### config.mk
export PLATFORM = sky130hd
export DESIGN_NAME = tdpt_rem
export DESIGN_NICKNAME = d
export VERILOG_FILES = /design/src/tdpt_pkg.sv /design/src/tdpt_rem.sv
export SDC_FILE = /design/constraint.sdc
export NUM_CORES = 1
export LEC_CHECK = 0
export ABC_AREA = 1
export BUFFER_PORTS_ARGS = -buffer_cell sky130_fd_sc_hd__buf_2
export CORE_UTILIZATION = 44
export CTS_CLUSTER_DIAMETER = 40
export DETAILED_ROUTE_END_ITERATION = 8
export PLACE_DENSITY = 0.66
export SETUP_SLACK_MARGIN = 0.15
export SYNTH_ARGS = -nofsm -noshare
export SYNTH_HDL_FRONTEND = slang
export SYNTH_SLANG_ARGS = --single-unit
### constraint.sdc
create_clock -name clk_i -period 1.6 [get_ports clk_i]
set_input_delay 0.32 -clock clk_i [delete_from_list [all_inputs] [get_ports clk_i]]
set_output_delay 0.32 -clock clk_i [all_outputs]
set_load 0.01 [all_outputs]
### src/tdpt_pkg.sv
// Package for the trial-division prime test.
// Holds widths, the sequencer state type and the divider result type.
// No dependencies.
`timescale 1ns / 1ps

package tdpt_pkg;

  // Width of the value port and of the tested value.
  localparam int unsigned ValuePortWidth = 16;
  localparam int unsigned ValueWidth     = 16;

  // Trial divisor: holds up to 2**ceil(W/2), the first divisor past the root.
  localparam int unsigned DivWidth = (ValueWidth + 1) / 2 + 1;
  // Running square of the divisor.
  localparam int unsigned SqWidth  = ValueWidth + 2;
  // Bit counter of the remainder unit.
  localparam int unsigned CntWidth = $clog2(ValueWidth + 1);

  typedef enum logic [4:0] {
    StIdle  = 5'b00001,
    StCheck = 5'b00010,
    StStart = 5'b00100,
    StWait  = 5'b01000,
    StOut   = 5'b10000
  } state_e;

  // Remainder unit status back to the sequencer.
  typedef struct packed {
    logic done;
    logic zero;
  } rem_status_t;

endpackage

### src/tdpt_rem.sv
// Restoring remainder unit: one dividend bit per cycle.
// Depends on tdpt_pkg.
`timescale 1ns / 1ps

module tdpt_rem import tdpt_pkg::*; (
  input  logic                  clk_i,
  input  logic                  rst_ni,
  input  logic                  start_i,
  input  logic [ValueWidth-1:0] dividend_i,
  input  logic [DivWidth-1:0]   divisor_i,
  output rem_status_t           status_o
);

  logic [ValueWidth-1:0] dvd_q, dvd_d;
  logic [DivWidth-1:0]   rem_q, rem_d;
  logic [DivWidth-1:0]   dsr_q, dsr_d;
  logic [CntWidth-1:0]   cnt_q, cnt_d;
  logic                  busy_q, busy_d;
  logic                  done_q, done_d;
  logic [DivWidth:0]     shifted;
  logic [DivWidth:0]     diff;

  assign shifted = {rem_q, dvd_q[ValueWidth-1]};
  assign diff    = shifted - {1'b0, dsr_q};

  always_comb begin
    dvd_d  = dvd_q;
    rem_d  = rem_q;
    dsr_d  = dsr_q;
    cnt_d  = cnt_q;
    busy_d = busy_q;
    done_d = 1'b0;
    if (start_i) begin
      dvd_d  = dividend_i;
      rem_d  = '0;
      dsr_d  = divisor_i;
      cnt_d  = CntWidth'(ValueWidth);
      busy_d = 1'b1;
    end else if (busy_q) begin
      dvd_d = dvd_q << 1;
      // keep the difference unless it went negative
      rem_d = diff[DivWidth] ? shifted[DivWidth-1:0] : diff[DivWidth-1:0];
      cnt_d = cnt_q - CntWidth'(1);
      if (cnt_q == CntWidth'(1)) begin
        busy_d = 1'b0;
        done_d = 1'b1;
      end
    end
  end

  always_ff @(posedge clk_i or negedge rst_ni) begin
    if (!rst_ni) begin
      busy_q <= 1'b0;
      done_q <= 1'b0;
      cnt_q  <= '0;
    end else begin
      busy_q <= busy_d;
      done_q <= done_d;
      cnt_q  <= cnt_d;
    end
  end

  always_ff @(posedge clk_i) begin
    dvd_q <= dvd_d;
    rem_q <= rem_d;
    dsr_q <= dsr_d;
  end

  assign status_o.done = done_q;
  assign status_o.zero = (rem_q == '0);

endmodule

==> results of run 1 <==
cell usage in the layout (no fill, tap or decap), drive strengths merged, types with 5 or more instances in the layout:
master,count
a21oi,6
buf,55
clkbuf,5
dfrtp,7
dfxtp,9
edfxtp,25
ha,11
inv,51
nand2,120
nand3,26
nand4,6
nor2,10
cells by family after synthesis:
| family | synth area share (%) |
|---|---|
| xor gates and xnor gates | 1.48 |
| DFF | 46.9 |
| AOI/OAI and AO/OA | 2.86 |
| adders and majority gates | 6.68 |
| buffers and inverters | 9.54 |
| and+or+nand+nor | 32.6 |
stage by stage:
step	instances	TNS (ns)	hold slack, ns	cell area [sq um]
after floorplan	288	0	0.0244	2440
after global placement	402	-0.341	0.158	2800
after detailed placement	402	-0.640	0.158	2800
after CTS	416	-0.567	0.197	3090
after global routing	419	-1.63	0.186	3150
final	419	-0.726	0.201	3150
final timing paths:
kind,start,depth (start not counted),to,slack [ns]
worst max register to register,dsr_q[6],10,rem_q[6],-0.1
worst max-delay path,dsr_q[6],10,rem_q[6],-0.1
worst min-delay path,divisor_i[2],1,dsr_q[2],0.20
min in group asynchronous,rst_ni,2,cnt_q[4],0.38
max in group asynchronous,rst_ni,2,done_q,1.06
worst min register to register,cnt_q[3],1,cnt_q[3],0.47
cell type report:
class / count / share of cell area, %
Clock buffer: 5 / 2.18
Clock inverter: 3 / 1.31
Multi-Input combinational cell: 192 / 40.8
Sequential cell: 41 / 35.3
Inverter: 52 / 6.19
Timing Repair Buffer: 56 / 11.5
Tap cell: 70 / 2.78
sequential cells by signal, indices dropped and copies added (netlist names):
signal,flops
busy_q,1
rem_q,9
cnt_q,5
dvd_q,16
done_q,1
dsr_q,9
report_power, final:
part	total, W	switching [W]	internal, W
clock network	0.000816	0.000357	0.000459
logic	0.00216	0.00120	0.000961
registers	0.00145	0.000142	0.00131
total	0.00443	0.00170	0.00273
metal layers:
layer	vias to the layer above	global-route usage, %
met5	-	0
met2	47	34.2
met3	10	3.61
met1	903	25.8
li1	1026	-
met4	0	7.41
worst reg2reg max path: stages, from the launching register on:
cell and delay, ns:
edfxtp_1 0.39, inv_2 0.08, ha_4 0.21, nand2_4 0.06
nand2_4 0.05, a21oi_4 0.23, buf_4 0.16, nand4_2 0.15
nand3_1 0.18, nand3_2 0.08, nand2_1 0.05
what timing repair did:
action	in CTS	in global routing
setup endpoints to repair	10	10
cloned	3	0
gates resized for setup	30	15
pin swaps	11	20
buffers inserted	2	3
hold endpoints to repair	7	0
hold buffers	1	0
==> impl_metrics.env, run 1 <==
export IMPL_ff_latch_area_sq_um=1110
export IMPL_worst_path_max_delay_cell="edfxtp_1"
export IMPL_final_layout_size_suffix_gt1_share_pct=39.0
export IMPL_synth_seq_area_share_pct=46.9
export IMPL_dr_wl_met2_um=2530
export IMPL_final_core_util_pct=61.3
export IMPL_drtAntennaViolNets=0
export IMPL_fp_dieH_um=75.2
export IMPL_synth_top_area_share_pct=31.8
export IMPL_start_kind="flip-flop"
export IMPL_synth_nets=328
export IMPL_fmax_mhz=589
export IMPL_p_total_w=0.00443
export IMPL_drtIter0Drc=63
export IMPL_crit_family="simple AND/OR/NAND/NOR gates"
export IMPL_io_buffers=29
export IMPL_grt_max_degree=21
export IMPL_start_util_pct=45.9
export IMPL_crit_type="flip-flop to flip-flop"
export IMPL_path_clk_slew_ns=0.08
export IMPL_clock_latency_ns=0.29
export IMPL_yosys_most_used_dff="edfxtp_1"
export IMPL_antenna_found_initial=0
export IMPL_leakagePower_nw=1.60
export IMPL_flow_area_growth_from_synthesis_pct=33.6
export IMPL_worst_pin_slew_ns=0.446
export IMPL_cp_cell_sequence="inv_2 > ha_4 > nand2_4 > nand2_4 > a21oi_4 > buf_4 > nand4_2 > nand3_1 > nand3_2 > nand2_1"
export IMPL_first_global_vias=1881
export IMPL_synth_top_cells_by_count="101 x nand2_1, 50 x inv_1, 25 x edfxtp_1, 24 x nand3_1, 15 x nand2_2"
export IMPL_routedWlPerCell_um=12.1
export IMPL_post_place_ws_ns=-0.134
export IMPL_worstSetupEndpointType="flip-flop"
export IMPL_slew_viol_final=0
export IMPL_vias=1986
export IMPL_gp_congestion=0.836
export IMPL_cp_max_fo=5
export IMPL_setup_violations=10
export IMPL_clkSinkCount=41
export IMPL_required_ns=1.83
export IMPL_ys_ff_latch=41
export IMPL_fin_crit_sh_pct=106
export IMPL_dieArea_sq_um=5660
export IMPL_routed_wl_um=5090
export IMPL_cpMostUsedCell="nand2_4"
export IMPL_hold_viol=0
export IMPL_wl_met1_um=2290
export IMPL_fp_dieW_um=75.2
export IMPL_violations="negative setup slack"
export IMPL_topRoutingLayerUsed="met4"
export IMPL_yosysWarnings=0
export IMPL_tritoncts="done"
export IMPL_layout_setup_ws_ns=-0.0970
export IMPL_avgSynthCellArea_sq_um=8.19
export IMPL_nets=388
export IMPL_hp_class="input port to flip-flop"
export IMPL_drtPass1Iterations=4
export IMPL_netlist_top_cell_by_area="edfxtp_1"
export IMPL_globalRouteTotalUtil_pct=20.1
export IMPL_cap_violations=0
export IMPL_synthCells=288
export IMPL_wl_met3_um=165
export IMPL_yosysMostFrequentCell="nand2_1"
export IMPL_drc_errors=0
export IMPL_ios=30
export IMPL_rsz0062_at_grt="true"
export IMPL_peakVddDrop_mv=0.727
export IMPL_worst_path_buf_inv=2
export IMPL_fillCellCount=475
export IMPL_ys_top_cells_by_area="edfxtp_1 32%, nand2_1 16%, inv_1 8.0%"
export IMPL_overflow=0
export IMPL_maxSlewHeadroom_pct=70.1
export IMPL_synth_cell_types=30
export IMPL_diodes=0
export IMPL_htree_levels=2
export IMPL_cts_root_buffer_cell="clkbuf_8"
export IMPL_powerDensity_nw_per_um2=1410
export IMPL_drt_vias_per_instance=4.74
export IMPL_synth_edf_count=25
export IMPL_cp_arrival_ns=1.93
export IMPL_layout_min_cycle_time_ns=1.70
export IMPL_clk_path_buf_depth=2
export IMPL_grt_first_pass_wirelength_um=8400
export IMPL_critical_path_max_stage_delay_ns=0.39
export IMPL_skew_ns=0.00464
export IMPL_status="complete, but fails checks"
export IMPL_core_sq_um=5140
export IMPL_cts_buffers=5
export IMPL_synth_area_sq_um=2360
export IMPL_rows=26
export IMPL_dpl_hpwl_um=3520
export IMPL_multi_input_area_sq_um=1290
export IMPL_synth_async_reset_ratio_pct=17.1
(Power assumes the default switching activity.)
==> run 2, diff against run 1 <==
Settings changed: ABC_AREA 1 to default.
==> run 2 against run 1 <==
Compared with the run above: the flow still finishes with violations (negative setup slack); combinational power is 11% higher; power grew 4.1%; die area fell by 2.7%; sequential share of layout area is 1.1 points higher; routed wire length shrank 7.5%; global-route usage decreased by 2.1 points; first-iteration DRC count grew 120%; largest power group unchanged; critical endpoint unchanged.
==> impl_metrics.env, run 2 <==
export IMPL_topRoutingLayerUsed="met4"
export IMPL_nets=316
export IMPL_dr_wl_met2_um=2200
export IMPL_fp_dieW_um=74.2
export IMPL_clk_path_buf_depth=2
export IMPL_drtAntennaViolNets=0
export IMPL_synth_async_reset_ratio_pct=17.1
export IMPL_largestRegisters="dvd_q x16, dsr_q x9, rem_q x9"
export IMPL_synthCells=210
export IMPL_ff_latch_area_sq_um=1110
export IMPL_rows=25
export IMPL_cts_buffers=5
export IMPL_hp_class="input port to flip-flop"
export IMPL_p_comb_share_pct=52.0
export IMPL_cp_arrival_ns=2.24
export IMPL_routedWlPerCell_um=13.7
export IMPL_worst_pin_slew_ns=0.499
export IMPL_placed_area_sq_um=2800
export IMPL_yosysMostFrequentCell="edfxtp_1"
export IMPL_overflow=0
export IMPL_clockPowerShare_pct=14.6
export IMPL_synth_top_area_share_pct=32.7
export IMPL_fin_cells=344
export IMPL_switchingPower_w=0.00170
export IMPL_violations="negative setup slack"
export IMPL_dpl_hpwl_um=3300
export IMPL_worstSetupEndpointType="flip-flop"
export IMPL_start_kind="flip-flop"
export IMPL_gp_congestion=0.815
export IMPL_yosysWarnings=0
export IMPL_slew_viol_final=0
export IMPL_core_sq_um=4880
export IMPL_antenna_found_initial=0
export IMPL_routed_wl_um=4710
export IMPL_clock_latency_ns=0.30
export IMPL_fin_crit_sh_pct=128
export IMPL_synth_nets=250
export IMPL_cts_root_buffer_cell="clkbuf_8"
export IMPL_wl_met3_um=193
export IMPL_skew_ns=0.00951
export IMPL_synth_cell_types=48
export IMPL_netlist_top_cell_by_area="edfxtp_1"
export IMPL_synth_top_cells_by_count="25 x edfxtp_1, 24 x nor2_1, 16 x inv_1, 15 x mux2_2, 12 x nand2_1"
export IMPL_clkSinkCount=41
export IMPL_fp_dieH_um=74.2
export IMPL_p_sw_share_pct=36.8
export IMPL_cp_max_fo=6
export IMPL_ios=30
export IMPL_layout_min_cycle_time_ns=2.05
export IMPL_drt_vias_per_instance=5.22
export IMPL_rsz0062_at_grt="true"
export IMPL_yosys_most_used_dff="edfxtp_1"
export IMPL_fillCellCount=407
export IMPL_drtPass1Iterations=4
export IMPL_final_layout_size_suffix_gt1_share_pct=46.2
export IMPL_finalInstanceArea_sq_um=3050
export IMPL_hold_viol=0
export IMPL_dp_cells=330
export IMPL_final_cell_mix="35 x buf_4, 29 x buf_2, 25 x edfxtp_1"
export IMPL_layout_commonest_cell="buf_4"
export IMPL_htree_levels=2
export IMPL_drc_errors=0
export IMPL_first_global_vias=1619
export IMPL_wl_met1_um=2230
export IMPL_start_util_pct=47.0
export IMPL_tritoncts="done"
export IMPL_internal_power_w=0.00291
export IMPL_final_core_util_pct=62.6
export IMPL_ys_top_cells_by_area="edfxtp_1 33%, dfxtp_1 7.9%, dfrtp_1 7.6%"
export IMPL_io_buffers=29
export IMPL_maxSlewHeadroom_pct=66.7
export IMPL_post_place_ws_ns=-0.500
export IMPL_peakVddDrop_mv=0.819
export IMPL_status="complete, but fails checks"
export IMPL_synth_seq_area_share_pct=48.2
export IMPL_globalRouteTotalUtil_pct=18.0
export IMPL_crit_type="flip-flop to flip-flop"
export IMPL_avgSynthCellArea_sq_um=10.9
export IMPL_regMostFlops="dvd_q"
export IMPL_path_clk_slew_ns=0.08
export IMPL_setup_violations=10
export IMPL_ff2ff_setup_slack_ns=-0.45
export IMPL_dieArea_sq_um=5500
export IMPL_cap_violations=0
export IMPL_fmax_mhz=488
export IMPL_layout_setup_ws_ns=-0.450
export IMPL_leakagePower_nw=1.32
export IMPL_flow_area_growth_from_synthesis_pct=33.1
export IMPL_synth_edf_count=25
export IMPL_p_seq_share_pct=33.4
export IMPL_grt_max_degree=27
export IMPL_ys_ff_latch=41
export IMPL_multi_input_area_sq_um=1260
export IMPL_required_ns=1.79
export IMPL_vias=1796
export IMPL_largest_register_ffs=16
export IMPL_diodes=0
export IMPL_drtIter0Drc=140
export IMPL_synth_area_sq_um=2290
export IMPL_setup_tns_ns=-3.61
export IMPL_powerDensity_nw_per_um2=1510
export IMPL_grt_first_pass_wirelength_um=7230
-- run 2: cell count changes in the layout (fill, tap and decap cells not counted), moves of 5 or more --
| cell | previous run | this run |
|---|---|---|
| buf_4 | 23 | 35 |
| nand2_1 | 93 | 12 |
| nor2_1 | 8 | 24 |
| nand2_4 | 7 | 0 |
| nand2_2 | 18 | 0 |
| inv_1 | 39 | 11 |
| nand3_2 | 12 | 0 |
| inv_2 | 12 | 5 |
| mux2_2 | 0 | 15 |
| nand3_1 | 12 | 4 |
| xnor2_1 | 2 | 7 |
-- run 2: area by class of cell --
| cell class | count | area share, % |
|---|---|---|
| multi-input cells | 144 | 41.4 |
| repair buffers | 68 | 14.8 |
| clock buffers | 6 | 2.38 |
| clock inverters | 2 | 0.369 |
| well taps | 67 | 2.75 |
| inverters | 16 | 1.97 |
| flip-flops and latches | 41 | 36.3 |
-- run 2: worst paths after layout --
check,startpoint,to,depth (start not counted)
worst max-delay path,dsr_q[6],rem_q[6],8
min in group asynchronous,rst_ni,done_q,2
worst min-delay path,divisor_i[1],dsr_q[1],1
worst max register to register,dsr_q[6],rem_q[6],8
max in group asynchronous,rst_ni,cnt_q[0],2
worst min register to register,dvd_q[10],dvd_q[11],1
-- run 2: routing by layer --
metal | GRT usage (%) | vias up
met1 | 24.2 | 851
met5 | 0 | -
li1 | - | 897
met4 | 8.33 | 0
met2 | 28.3 | 40
met3 | 3.25 | 8
-- run 2: worst max-delay path: stages, from the launching register on --
cell and delay (ns):
edfxtp_1 0.36, inv_2 0.05, ha_4 0.27, nand3_1 0.12, a211oi_2 0.31, o31ai_4 0.14, a21o_4 0.25, and2_4 0.17
o311a_1 0.28
-- run 2: power by group through the flow --
| stage | logic (W) | registers (W) | clock network (W) |
|---|---|---|---|
| detailed placement | 0.00204 | 0.00154 | 0 |
| floorplan | 0.00138 | 0.00151 | 0 |
| global route | 0.00261 | 0.00157 | 0.000725 |
| global placement | 0.00200 | 0.00154 | 0 |
| finish | 0.00240 | 0.00154 | 0.000672 |
| CTS | 0.00222 | 0.00153 | 0.000684 |
-- run 2: metrics by stage --
stage	power (W)	hold slack, ns
after floorplan	0.00289	0.0244
after global placement	0.00354	0.159
after detailed placement	0.00358	0.161
after CTS	0.00444	0.189
after global routing	0.00490	0.183
final	0.00461	0.194
-- run 2: logic make-up (layout without fill, tap and decap cells) --
family | Yosys count | count (layout) | share of synthesized area (%)
xor gates and xnor gates | 9 | 9 | 3.44
adders and majority gates | 12 | 12 | 6.87
and+or+nand+nor | 71 | 71 | 15.6
buffers and inverters | 25 | 92 | 4.64
DFF | 41 | 41 | 48.2
muxes | 16 | 16 | 7.80
AOI/OAI and AO/OA | 36 | 36 | 13.4
-- run 2: timing repair --
item,4_1_cts,5_1_grt
gates resized for setup,16,17
hold buffers,1,0
endpoints found under the hold margin,7,0
setup buffers,4,1
setup endpoints to repair,12,11
pin swaps,10,8
